<file path="config.mk">
export PLATFORM = sky130hd
export DESIGN_NAME = xmodem_block_receiver
export DESIGN_NICKNAME = d
export VERILOG_FILES = /design/src/design/xmb_pkg.sv /design/src/design/xmb_payload_ram.sv /design/src/design/xmb_ctrl.sv /design/src/design/xmodem_block_receiver.sv
export SDC_FILE = /design/constraint.sdc
export NUM_CORES = 1
export LEC_CHECK = 0
export BUFFER_PORTS_ARGS = -buffer_cell sky130_fd_sc_hd__buf_2
export CAP_MARGIN = 15
export CORE_AREA = 2 2 312 314
export CTS_CLUSTER_SIZE = 12
export DETAILED_ROUTE_END_ITERATION = 16
export DIE_AREA = 0 0 314 316
export HOLD_SLACK_MARGIN = 0.05
export SLEW_MARGIN = 40
export SYNTH_ARGS = -nofsm -noshare
export SYNTH_HDL_FRONTEND = slang
export SYNTH_SLANG_ARGS = --single-unit
export TNS_END_PERCENT = 1
</file>
<file path="constraint.sdc">
create_clock -name clk -period 13.9 [get_ports clk]
set_input_delay 1.39 -clock clk [delete_from_list [all_inputs] [get_ports clk]]
set_output_delay 1.39 -clock clk [all_outputs]
set_load 0.005 [all_outputs]
</file>
<file path="src/design/xmb_pkg.sv">
// ----------------------------------------------------------------------------
// xmb_pkg
// Shared types and constants for the XMODEM block receiver.
// ----------------------------------------------------------------------------
package xmb_pkg;

  localparam int PAYLOAD_BYTES_DEF = 128;
  localparam int RD_IDX_W          = 7;

  localparam logic [7:0] CH_SOH = 8'h01;
  localparam logic [7:0] CH_EOT = 8'h04;
  localparam logic [7:0] CH_CAN = 8'h18;

  typedef enum logic [3:0] {
    ST_SOH        = 4'd0,
    ST_BLOCK_OK   = 4'd1,
    ST_DUP        = 4'd2,
    ST_WRONG      = 4'd3,
    ST_COMPL_OK   = 4'd4,
    ST_DATA       = 4'd5,
    ST_DATA_DONE  = 4'd6,
    ST_BLOCK_DONE = 4'd7,
    ST_CHK_FAIL   = 4'd8,
    ST_DISCARD    = 4'd9,
    ST_EOT        = 4'd10,
    ST_CANCEL     = 4'd11,
    ST_IGNORED    = 4'd12,
    ST_READBACK   = 4'd13
  } status_t;

  // Write and clear request from the protocol controller to the payload store.
  typedef struct packed {
    logic                wr_en;
    logic [RD_IDX_W-1:0] wr_addr;
    logic [7:0]          wr_data;
    logic                clr;
  } ram_wr_t;

endpackage

</file>
<file path="src/design/xmb_payload_ram.sv">
// ----------------------------------------------------------------------------
// xmb_payload_ram
// Payload store: one synchronous RAM with registered read data, plus one
// written flag per entry that a cancel clears at once.
// ----------------------------------------------------------------------------
module xmb_payload_ram #(
  parameter int PAYLOAD_BYTES = xmb_pkg::PAYLOAD_BYTES_DEF
) (
  input  logic                         clk,
  input  logic                         rst_n,
  input  logic                         advance,
  input  logic                         rd_en,
  input  logic [xmb_pkg::RD_IDX_W-1:0] rd_addr,
  input  xmb_pkg::ram_wr_t             wr,
  output logic [7:0]                   rd_data
);

  // Only the positions a readback can address need storage.
  localparam int STORE_DEPTH = (PAYLOAD_BYTES < (1 << xmb_pkg::RD_IDX_W)) ?
                               PAYLOAD_BYTES : (1 << xmb_pkg::RD_IDX_W);
  localparam int AW = $clog2(STORE_DEPTH);

  logic [7:0]             mem [STORE_DEPTH];
  logic [STORE_DEPTH-1:0] valid_r;
  logic [7:0]             rd_q_r;
  logic                   rd_hit_r;
  logic                   rd_in_range;

  assign rd_in_range = (32'(rd_addr) < 32'(PAYLOAD_BYTES));

  always_ff @(posedge clk) begin
    if (wr.wr_en) begin
      mem[wr.wr_addr[AW-1:0]] <= wr.wr_data;
    end
    if (rd_en) begin
      rd_q_r <= mem[rd_addr[AW-1:0]];
    end
  end

  always_ff @(posedge clk) begin
    if (!rst_n) begin
      valid_r  <= '0;
      rd_hit_r <= 1'b0;
    end else begin
      if (wr.clr) begin
        valid_r <= '0;
      end else if (wr.wr_en) begin
        valid_r[wr.wr_addr[AW-1:0]] <= 1'b1;
      end
      // The hit flag follows every transfer so that a non-readback result
      // reads as zero.
      if (advance) begin
        rd_hit_r <= rd_en && rd_in_range && valid_r[rd_addr[AW-1:0]];
      end
    end
  end

  assign rd_data = rd_hit_r ? rd_q_r : 8'd0;

endmodule

</file>
<file path="src/design/xmb_ctrl.sv">
// ----------------------------------------------------------------------------
// xmb_ctrl
// Packet framing controller: tracks the packet phase, checks the block
// number, complement and checksum, and issues payload writes.
// ----------------------------------------------------------------------------
module xmb_ctrl #(
  parameter int PAYLOAD_BYTES = xmb_pkg::PAYLOAD_BYTES_DEF
) (
  input  logic             clk,
  input  logic             rst_n,
  input  logic             rx_go,
  input  logic [7:0]       rx_byte,
  output xmb_pkg::ram_wr_t wr,
  output xmb_pkg::status_t rx_status,
  output logic [7:0]       last_block_nxt
);

  localparam int POS_W       = $clog2(PAYLOAD_BYTES);
  localparam int LAST_POS    = PAYLOAD_BYTES - 1;
  localparam int STORE_DEPTH = (PAYLOAD_BYTES < (1 << xmb_pkg::RD_IDX_W)) ?
                               PAYLOAD_BYTES : (1 << xmb_pkg::RD_IDX_W);

  typedef enum logic [4:0] {
    PH_WAIT   = 5'b00001,
    PH_BLOCK  = 5'b00010,
    PH_NBLOCK = 5'b00100,
    PH_DATA   = 5'b01000,
    PH_CHKSUM = 5'b10000
  } phase_t;

  phase_t           phase_r, phase_nxt;
  logic [7:0]       last_r, last_nxt;
  logic [7:0]       exp_r, exp_nxt;
  logic [POS_W-1:0] pos_r, pos_nxt;
  logic             disc_r, disc_nxt;
  logic [7:0]       sum_r, sum_nxt;
  logic             store_en;
  logic             clr;
  xmb_pkg::status_t st;

  // Positions beyond the readable range are counted but never stored.
  assign store_en = ({1'b0, pos_r} < (POS_W + 1)'(STORE_DEPTH));

  always_comb begin
    phase_nxt = phase_r;
    last_nxt  = last_r;
    exp_nxt   = exp_r;
    pos_nxt   = pos_r;
    disc_nxt  = disc_r;
    sum_nxt   = sum_r;
    clr       = 1'b0;
    st        = xmb_pkg::ST_IGNORED;
    wr        = '0;
    if (rx_byte == xmb_pkg::CH_CAN) begin
      clr = 1'b1;
      st  = xmb_pkg::ST_CANCEL;
    end else begin
      unique case (phase_r)
        PH_WAIT: begin
          if (rx_byte == xmb_pkg::CH_EOT) begin
            st = xmb_pkg::ST_EOT;
          end else if (rx_byte == xmb_pkg::CH_SOH) begin
            phase_nxt = PH_BLOCK;
            st        = xmb_pkg::ST_SOH;
          end else begin
            st = xmb_pkg::ST_IGNORED;
          end
        end
        PH_BLOCK: begin
          phase_nxt = PH_NBLOCK;
          if (rx_byte == last_r) begin
            disc_nxt = 1'b1;
            st       = xmb_pkg::ST_DUP;
          end else if (rx_byte == last_r + 8'd1) begin
            exp_nxt = ~rx_byte;
            st      = xmb_pkg::ST_BLOCK_OK;
          end else begin
            disc_nxt = 1'b1;
            st       = xmb_pkg::ST_WRONG;
          end
        end
        PH_NBLOCK: begin
          phase_nxt = PH_DATA;
          pos_nxt   = '0;
          sum_nxt   = 8'd0;
          if (disc_r) begin
            st = xmb_pkg::ST_DISCARD;
          end else if (rx_byte != exp_r) begin
            disc_nxt = 1'b1;
            st       = xmb_pkg::ST_WRONG;
          end else begin
            st = xmb_pkg::ST_COMPL_OK;
          end
        end
        PH_DATA: begin
          if (!disc_r) begin
            wr.wr_en   = rx_go && store_en;
            wr.wr_addr = xmb_pkg::RD_IDX_W'(pos_r);
            wr.wr_data = rx_byte;
            sum_nxt    = sum_r + rx_byte;
          end
          if (pos_r == POS_W'(LAST_POS)) begin
            phase_nxt = PH_CHKSUM;
            st        = disc_r ? xmb_pkg::ST_DISCARD : xmb_pkg::ST_DATA_DONE;
          end else begin
            pos_nxt = pos_r + 1'b1;
            st      = disc_r ? xmb_pkg::ST_DISCARD : xmb_pkg::ST_DATA;
          end
        end
        PH_CHKSUM: begin
          phase_nxt = PH_WAIT;
          if (disc_r) begin
            disc_nxt = 1'b0;
            st       = xmb_pkg::ST_DISCARD;
          end else if (sum_r == rx_byte) begin
            last_nxt = last_r + 8'd1;
            st       = xmb_pkg::ST_BLOCK_DONE;
          end else begin
            st = xmb_pkg::ST_CHK_FAIL;
          end
        end
        default: begin
          clr = 1'b1;
          st  = xmb_pkg::ST_CANCEL;
        end
      endcase
    end
    if (clr) begin
      phase_nxt = PH_WAIT;
      last_nxt  = 8'd0;
      exp_nxt   = 8'd0;
      pos_nxt   = '0;
      disc_nxt  = 1'b0;
      sum_nxt   = 8'd0;
    end
    wr.clr = rx_go && clr;
  end

  always_ff @(posedge clk) begin
    if (!rst_n) begin
      phase_r <= PH_WAIT;
      last_r  <= 8'd0;
      exp_r   <= 8'd0;
      pos_r   <= '0;
      disc_r  <= 1'b0;
      sum_r   <= 8'd0;
    end else if (rx_go) begin
      phase_r <= phase_nxt;
      last_r  <= last_nxt;
      exp_r   <= exp_nxt;
      pos_r   <= pos_nxt;
      disc_r  <= disc_nxt;
      sum_r   <= sum_nxt;
    end
  end

  assign rx_status      = st;
  assign last_block_nxt = rx_go ? last_nxt : last_r;

endmodule

</file>
<file path="src/design/xmodem_block_receiver.sv">
// Results are registered and presented in the cycle after the input transfer.
// Throughput: one item per cycle while the result side is ready; the payload
// RAM has one write and one read port, with the read data registered in it.
// Reset: synchronous, active low; it clears the framing state and the
// per-entry written flags at once, so no clearing pass is needed.
// ----------------------------------------------------------------------------
// xmodem_block_receiver
// XMODEM checksum-mode receiver taking one serial byte or one payload
// readback request per transfer and returning one status result each.
// ----------------------------------------------------------------------------
module xmodem_block_receiver #(
  parameter int PAYLOAD_BYTES = xmb_pkg::PAYLOAD_BYTES_DEF
) (
  input  logic        clk,
  input  logic        rst_n,
  input  logic        in_tvalid,
  output logic        in_tready,
  input  logic [15:0] in_tdata,   // [7:0] rx_byte, [14:8] read_index, [15] zero
  input  logic        in_tuser,   // [0] req_type
  output logic        out_tvalid,
  input  logic        out_tready,
  output logic [23:0] out_tdata   // [3:0] status, [11:4] read_data,
                                  // [19:12] last_good_block, [23:20] zero
);

  logic                         accept;
  logic                         rx_go;
  logic                         rd_go;
  xmb_pkg::ram_wr_t             wr;
  xmb_pkg::status_t             rx_status;
  logic [7:0]                   last_block_nxt;
  logic [7:0]                   rd_data;
  logic                         out_valid_r;
  xmb_pkg::status_t             status_r;
  logic [7:0]                   last_r;

  assign in_tready = !out_valid_r || out_tready;
  assign accept    = in_tvalid && in_tready;
  assign rx_go     = accept && !in_tuser;
  assign rd_go     = accept && in_tuser;

  xmb_ctrl #(
    .PAYLOAD_BYTES(PAYLOAD_BYTES)
  ) u_ctrl (
    .clk           (clk),
    .rst_n         (rst_n),
    .rx_go         (rx_go),
    .rx_byte       (in_tdata[7:0]),
    .wr            (wr),
    .rx_status     (rx_status),
    .last_block_nxt(last_block_nxt)
  );

  xmb_payload_ram #(
    .PAYLOAD_BYTES(PAYLOAD_BYTES)
  ) u_ram (
    .clk    (clk),
    .rst_n  (rst_n),
    .advance(accept),
    .rd_en  (rd_go),
    .rd_addr(in_tdata[14:8]),
    .wr     (wr),
    .rd_data(rd_data)
  );

  always_ff @(posedge clk) begin
    if (!rst_n) begin
      out_valid_r <= 1'b0;
    end else if (accept) begin
      out_valid_r <= 1'b1;
    end else if (out_tready) begin
      out_valid_r <= 1'b0;
    end
  end

  always_ff @(posedge clk) begin
    if (accept) begin
      status_r <= in_tuser ? xmb_pkg::ST_READBACK : rx_status;
      last_r   <= last_block_nxt;
    end
  end

  assign out_tvalid = out_valid_r;
  assign out_tdata  = {4'd0, last_r, rd_data, status_r};

`ifndef SYNTHESIS
  a_zero_unless_readback: assert property (@(posedge clk) disable iff (!rst_n)
    out_tvalid && (status_r != xmb_pkg::ST_READBACK) |-> rd_data == 8'd0)
    else $error("read data not zero on a non-readback result");

  a_cancel_result: assert property (@(posedge clk) disable iff (!rst_n)
    rx_go && (in_tdata[7:0] == xmb_pkg::CH_CAN) |=>
      out_tvalid && (status_r == xmb_pkg::ST_CANCEL) && (last_r == 8'd0))
    else $error("cancel did not report cancel with the block count cleared");

  a_write_only_on_byte: assert property (@(posedge clk) disable iff (!rst_n)
    (wr.wr_en || wr.clr) |-> rx_go && !in_tuser)
    else $error("payload store changed outside a serial byte transfer");

  a_readback_status: assert property (@(posedge clk) disable iff (!rst_n)
    rd_go |=> out_tvalid && (status_r == xmb_pkg::ST_READBACK))
    else $error("readback transfer did not report readback");

  a_block_done_advance: assert property (@(posedge clk) disable iff (!rst_n)
    rx_go && (rx_status == xmb_pkg::ST_BLOCK_DONE) |=>
      last_r == $past(u_ctrl.last_r) + 8'd1)
    else $error("completed block did not advance the last good block");
`endif

endmodule

</file>
==> results of run 1 <==
-- stage by stage --
step,setup slack [ns],total power [µW]
after detailed placement,8.70,4160
after floorplan,8.33,4110
after global routing,9.47,7610
final,9.68,7400
after global placement,8.18,4150
after CTS,9.47,7460
-- layer usage --
| metal | routed length (µm) | vias up | track usage [%] |
|---|---|---|---|
| met4 | 2180 | 4 | 6.33 |
| met5 | 24 | - | 0 |
| met1 | 47300 | 12500 | 33.0 |
| met2 | 53500 | 687 | 35.9 |
| met3 | 6500 | 141 | 3.87 |
| li1 | - | 9958 | - |
-- sequential cells by signal (all words and copies together) (netlist names) --
signal / count
u_ctrl.exp_r: 8
out_tvalid: 1
u_ctrl.phase_r: 5
last_r: 8
u_ram.valid_r: 128
u_ram.rd_q_r: 8
u_ram.mem: 1024
u_ram.rd_hit_r: 1
u_ctrl.disc_r: 1
u_ctrl.pos_r: 7
u_ctrl.sum_r: 8
status_r: 4
u_ctrl.last_r: 8
-- cells in the mapped netlist (5+ instances only) --
library cell	count	area share, %
nor4_1	6	0.079
clkbuf_1	51	0.40
nand2_1	78	0.62
inv_1	11	0.087
buf_2	61	0.64
xor2_1	17	0.31
buf_4	7	0.11
mux2i_1	18	0.38
o22ai_1	9	0.12
nor2_1	162	1.3
nand2_2	5	0.066
o2bb2ai_1	8	0.15
nor3_1	13	0.14
mux4_2	352	17
ha_1	9	0.24
o21ai_0	9	0.095
and2_1	29	0.38
and3_1	8	0.11
a221oi_1	8	0.15
edfxtp_1	1044	66
a21oi_1	21	0.22
nand3_1	8	0.084
nor2b_1	19	0.25
dfxtp_1	167	7.0
nand4_1	11	0.14
o21a_1	129	2.0
xnor2_1	17	0.31
buf_1	18	0.14
a22oi_1	23	0.36
-- logic make-up (layout without fill, tap and decap cells) --
family	after synthesis	after routing	share of synthesized area (%)
flip-flops	1211	1211	73.0
AND/OR/NAND/NOR	374	374	3.76
adder cells (fa/ha/maj)	10	10	0.279
XOR/XNOR	35	35	0.674
buffers and inverters	150	318	1.40
AO/OA/AOI/OAI	245	245	3.79
multiplexers	370	370	17.1
other	1	6	0.00789
-- worst max-delay path, cell delays in order --
cell	delay [ns]
buf_8	0.24
buf_16	0.34
buf_6	0.61
mux4_2	0.63
mux4_2	0.55
nand2_1	0.10
nand2_1	0.10
o22ai_1	0.46
a221oi_1	0.13
-- cell usage in the layout, fill, tap and decap left out, drive strengths merged, types with 18 or more instances in the layout --
| cell | Yosys | routed |
|---|---|---|
| nor2b | 19 | 19 |
| a21oi | 21 | 21 |
| o21a | 129 | 129 |
| nor2 | 165 | 165 |
| clkinv | 0 | 29 |
| a22oi | 23 | 23 |
| dfxtp | 167 | 167 |
| edfxtp | 1044 | 1044 |
| nand2 | 83 | 83 |
| buf | 86 | 69 |
| and2 | 29 | 29 |
| mux2i | 18 | 18 |
| inv | 12 | 20 |
| clkbuf | 52 | 194 |
| mux4 | 352 | 352 |
-- report_power, final --
part | leakage [µW] | internal [µW] | switching [µW]
logic | 0.00409 | 71.2 | 111
clock network | 0.00200 | 1950 | 1370
registers | 0.0131 | 3890 | 3.03
total | 0.0192 | 5910 | 1480
-- cell type report --
type	count	area share, %
Timing Repair Buffer	69	1.10
Antenna cell	2	0.00933
Multi-Input combinational cell	1038	23.5
Inverter	12	0.0933
Clock inverter	43	0.807
Tap cell	1276	2.98
Sequential cell	1211	64.7
Clock buffer	194	6.86
-- path summary, 6_finish.rpt --
kind | cells after the start | end | slack, ns | startpoint
setup / recovery | 9 | u_ram.rd_q_r[3]$_DFFE_PP_ | 9.68 | in_tdata[8]
hold / removal | 1 | u_ram.valid_r[35]$_SDFFE_PP0P_ | 0.46 | u_ram.valid_r[35]$_SDFFE_PP0P_
setup reg to reg | 6 | u_ram.mem[28][2]$_DFFE_PP_ | 9.82 | u_ctrl.phase_r[3]$_SDFFE_PN0P_
hold reg to reg | 1 | u_ram.valid_r[35]$_SDFFE_PP0P_ | 0.46 | u_ram.valid_r[35]$_SDFFE_PP0P_
==> metrics.cfg, run 1 <==
[timing]
fin_crit_sh_pct = 30.4
hold_viol = 0
maxSlewHeadroom_pct = 42.7
rsz0062_at_grt = false
tightest_slew_ns = 0.859
whs_ns = 0.461
fin_crit_ns = 4.22
skew_ns = 0.0199
final_max_slew_viol_count = 0
setup_viol = 0
fmaxAchievable_ghz = 0.237
tns_ns = 0

[drt]
viasPerCell = 6.07
drc_errors = 0
wirelength_mm = 109
wl_per_cell_um = 28.5
drt-pass1-iter-count = 5
drtIter0Drc = 2216
antenna_left = 0
vias = 23300

[hold_path]
min_path_type = reg2reg

[place]
place_congestion = 0.822
dp_cells = 3604
placed_cell_area_um2 = 49300
hpwl_mm = 66.7
portBuffers = 41

[cts]
cts_tree = built
postCtsSetupBuffers = 0
clkTransAtPathRegs_ns = 0.06
cts_resized = 0
ctsRootBufferMaster = clkbuf_16
cts_sinks = 1211
hold_buffers = 0
htreeDepth = 4
numCtsBuffers = 130
clk_path_buf_depth = 3
clkLatencyLatePin_ns = 0.73

[layout]
post_route_cells_drive_above_1_share_pct = 29.2
final_cell_count_no_fill = 3845
final_util_pct = 55.9
register_area_um2 = 34700
fin_area_um2 = 53600
multi_input_area_um2 = 12600
nets = 2493
areaGrowthSynthToFinish_pct = 12.9
fillerInstances = 7179

[die]
fp.dieW_um = 314
die_y_um = 316
ios = 47
die_area_um2 = 99200
initial_core_util_pct = 49.5
fp.coreArea_um2 = 96000
rows = 114

[synthesis]
synthArstFlopShare_pct = 0
synthesis.area_um2 = 47500
yosysSeqAreaShare_pct = 73.0
synth_seq_cells = 1211
yosysWarnings = 0
ys_types = 73
synth_edf_count = 1044
syn_area_per_cell_um2 = 19.8
synth_ff_type = edfxtp_1
syn_inst = 2396

[setup_path]
worstSetupEndpointType = flip-flop
critPathArrivalTime_ns = 4.65
required_ns = 14.33
critPathLaunchType = input pin
critPathMaxFanout = 46
crit_type = in2reg

[global_routing]
grt_usage_pct = 22.7
grt_pass1_vias = 23800
grt_pass1_wl_mm = 162
grt_overflow = 0
grt_max_degree = 96
antenna_found_initial = 3

[status]
outcome = finished clean

[power]
power_density_nw_per_um2 = 138
irDropWorstVdd_v = 0.000119
p_leak_uw = 0.0192

[run]
max_cap_violations = 0

No activity file was read; power rests on OpenSTA's default activity.
==> run 2, diff against run 1 <==
--- a/config.mk
+++ b/config.mk
@@ -5,13 +5,15 @@
 export SDC_FILE = /design/constraint.sdc
 export NUM_CORES = 1
 export LEC_CHECK = 0
+export ABC_AREA = 1
 export BUFFER_PORTS_ARGS = -buffer_cell sky130_fd_sc_hd__buf_2
 export CAP_MARGIN = 15
-export CORE_AREA = 2 2 312 314
+export CORE_AREA = 2 2 318 320
 export CTS_CLUSTER_SIZE = 12
 export DETAILED_ROUTE_END_ITERATION = 16
-export DIE_AREA = 0 0 314 316
+export DIE_AREA = 0 0 320 322
 export HOLD_SLACK_MARGIN = 0.05
+export PLACE_DENSITY = 0.65
 export SLEW_MARGIN = 40
 export SYNTH_ARGS = -nofsm -noshare
 export SYNTH_HDL_FRONTEND = slang
==> constraint.sdc (replaced) <==
create_clock -name clk -period 4.4 [get_ports clk]
set_input_delay 0.44 -clock clk [delete_from_list [all_inputs] [get_ports clk]]
set_output_delay 0.44 -clock clk [all_outputs]
set_load 0.005 [all_outputs]
==> metrics.cfg, run 2 <==
[status]
outcome = finished clean

[timing]
tns_ns = 0
fin_crit_ns = 3.30
rsz0062_at_grt = false
fin_crit_sh_pct = 75.0
skew_ns = 0.0322
tightest_slew_ns = 0.826
maxSlewHeadroom_pct = 45.0
setup_slack_ns = 1.10
final_max_slew_viol_count = 0
setup_viol = 0
hold_viol = 0
fmaxAchievable_ghz = 0.303

[drt]
drtIter0Drc = 3570
vias = 34100
antenna_left = 0
drc_errors = 0
wl_per_cell_um = 21.8
wirelength_mm = 130
viasPerCell = 5.75
drt-pass1-iter-count = 6

[cts]
cts_sinks = 1211
htreeDepth = 3
clkLatencyLatePin_ns = 0.72
postCtsSetupBuffers = 0
cts_resized = 0
numCtsBuffers = 120
clkTransAtPathRegs_ns = 0.06
clk_path_buf_depth = 3
cts_tree = built
ctsRootBufferMaster = clkbuf_16

[global_routing]
grt_pass1_vias = 31500
grt_overflow = 0
grt_pass1_wl_mm = 193
grt_max_degree = 150
antenna_found_initial = 2
grt_usage_pct = 24.7

[synthesis]
synth.area.top_cells = edfxtp_1 (63%), dfxtp_1 (6.8%), nor2_1 (6.5%), o21ai_0 (5.9%), nand2_1 (5.1%)
yosysWarnings = 0
synth_mux_area_share_pct = 0
synth-compound-area-share_pct = 9.73
yosysTopAreaCell = edfxtp_1
synth_top_area_share_pct = 63.4
synth_commonest_cells = edfxtp_1 (1044), nor2_1 (856), nand2_1 (668)
syn_inst = 4507
yosys.area_share.simple_pct = 15.6
synth_top_family_by_area = simple AND/OR/NAND/NOR gates
syn_area_per_cell_um2 = 11.0
synth_edf_count = 1044
synthAdderAreaFrac_pct = 0.268
yosysSeqAreaShare_pct = 70.1
synthArstFlopShare_pct = 0
synth_xor_area_share_pct = 0.514
synth_ff_type = edfxtp_1
ys_types = 38
synthesis.area_um2 = 49500
synth_seq_cells = 1211
yosysMostFrequentCell = edfxtp_1

[layout]
fin_area_um2 = 55400
largest_register_ffs = 1024
mostFrequentLayoutCells = edfxtp_1 (1044), nor2_1 (845), nand2_1 (667)
areaGrowthSynthToFinish_pct = 12.0
nets = 4568
post_route_cells_drive_above_1_share_pct = 8.45
final_common_cell = edfxtp_1

[place]
place_ws_ns = 0.978
place_congestion = 0.880
placed_cell_area_um2 = 51700
hpwl_mm = 75.3
portBuffers = 41

[setup_path]
critPathMaxFanout = 11
critPathLaunchType = input pin
required_ns = 4.75
crit_type = in2reg
worstSetupEndpointType = flip-flop
path_buf_inv = 8
critPathArrivalTime_ns = 3.65
critPathMaxStageDelay_ns = 0.53
crit_path_frequent_cell = nand2_1
crit_slowest_cell = dlygate4sd3_1
crit_chain = dlygate4sd3_1 > buf_2 > inv_1 > nand2_1 > nand2_1 > buf_4 > nor2_2 > nand2_1 > nor2_4 > inv_2 > nor2_2 > inv_2 > nor2_4 > buf_4 > nand2_1 > inv_1
r2r_slack_ns = 1.10
crit_family = buffers and inverters

[die]
die_area_um2 = 103000
rows = 116
fp.coreArea_um2 = 99600
fp.dieW_um = 320
die_y_um = 322
initial_core_util_pct = 49.7
ios = 47

[power]
irDropWorstVdd_v = 0.000342
fin_total_pwr_uw = 23400
power_density_nw_per_um2 = 423
p_leak_uw = 0.0198

[hold_path]
min_path_type = in2reg

[run]
max_cap_violations = 0

[run 2: cell count changes after synthesis, moves of 143 or more]
cell / delta
nand2_1: +590
o21ai_0: +572
nor2_1: +694
clkbuf_1: +143
mux4_2: -352
o22ai_1: +247
inv_1: +149
nand3_1: +315
[run 2: logic make-up after synthesis]
logic type               Yosys count
other                              1
XOR/XNOR                          29
buffers and inverters            463
flip-flops                      1211
adder cells (fa/ha/maj)           10
AND/OR/NAND/NOR                 1901
AO/OA/AOI/OAI                    892
[run 2: per-layer routing]
metal | routed length, µm | global-route usage [%] | part of all wire [%] | vias up
met5 | 0 | 0 | 0 | -
met4 | 3560 | 7.86 | 2.7 | 0
met3 | 11300 | 4.44 | 8.7 | 225
met2 | 59800 | 39.0 | 46 | 1387
met1 | 54900 | 35.0 | 42 | 16600
li1 | - | - | - | 15900
[run 2: what timing repair did]
item / 4_1_cts / 5_1_grt
endpoints found under the hold margin: 7 / 0
endpoints found under the setup margin: 0 / 0
hold buffers: 2 / 0
[run 2: cell type report]
class	count	area [µm²]
antenna	2	5.00
clock inverter	30	270
fill	8377	44200
inverter	181	704
clock buffer	193	3390
multi-input combinational	2836	13000
sequential	1211	34700
tap	1298	1620
timing repair buffer	187	1680
[run 2: per-stage QoR]
stage,instances,util [%],hold slack (ns)
2_1_floorplan,4510,-,0.432
3_3_place_gp,5707,51.8,0.447
3_5_place_dp,5710,51.9,0.450
4_1_cts,5935,55.6,0.0788
5_1_grt,5936,55.6,0.120
6_report,5938,55.6,0.107
[run 2: power breakdown]
group	switching, µW	total, µW	internal [µW]	leakage, µW
sequential	15.6	12400	12400	0.0110
combinational	1040	1420	378	0.00699
clock	4210	9620	5420	0.00177
[run 2: worst register-to-register path, stage by stage, from the launching register on]
cell	delay [ns]
dfxtp_1	0.33
nor2_1	0.15
nand2_1	0.11
nor2_4	0.21
nand2_2	0.09
buf_4	0.25
nor2_4	0.33
inv_2	0.08
nor2_2	0.15
inv_2	0.10
nor2_4	0.31
buf_4	0.42
nand2_1	0.10
inv_1	0.32
[run 2: path summary, 6_finish.rpt]
path                                                     start                        endpoint  depth (start not counted)
worst min-delay path                                  in_tuser       status_r[2]$_SDFFCE_PP1P_                          3
worst min register to register  u_ram.valid_r[54]$_SDFFE_PP0P_  u_ram.valid_r[54]$_SDFFE_PP0P_                          2
worst max-delay path                                out_tready      u_ram.mem[36][2]$_DFFE_PP_                         16
worst max register to register  u_ctrl.phase_r[0]$_SDFFE_PN1P_      u_ram.mem[36][2]$_DFFE_PP_                         13
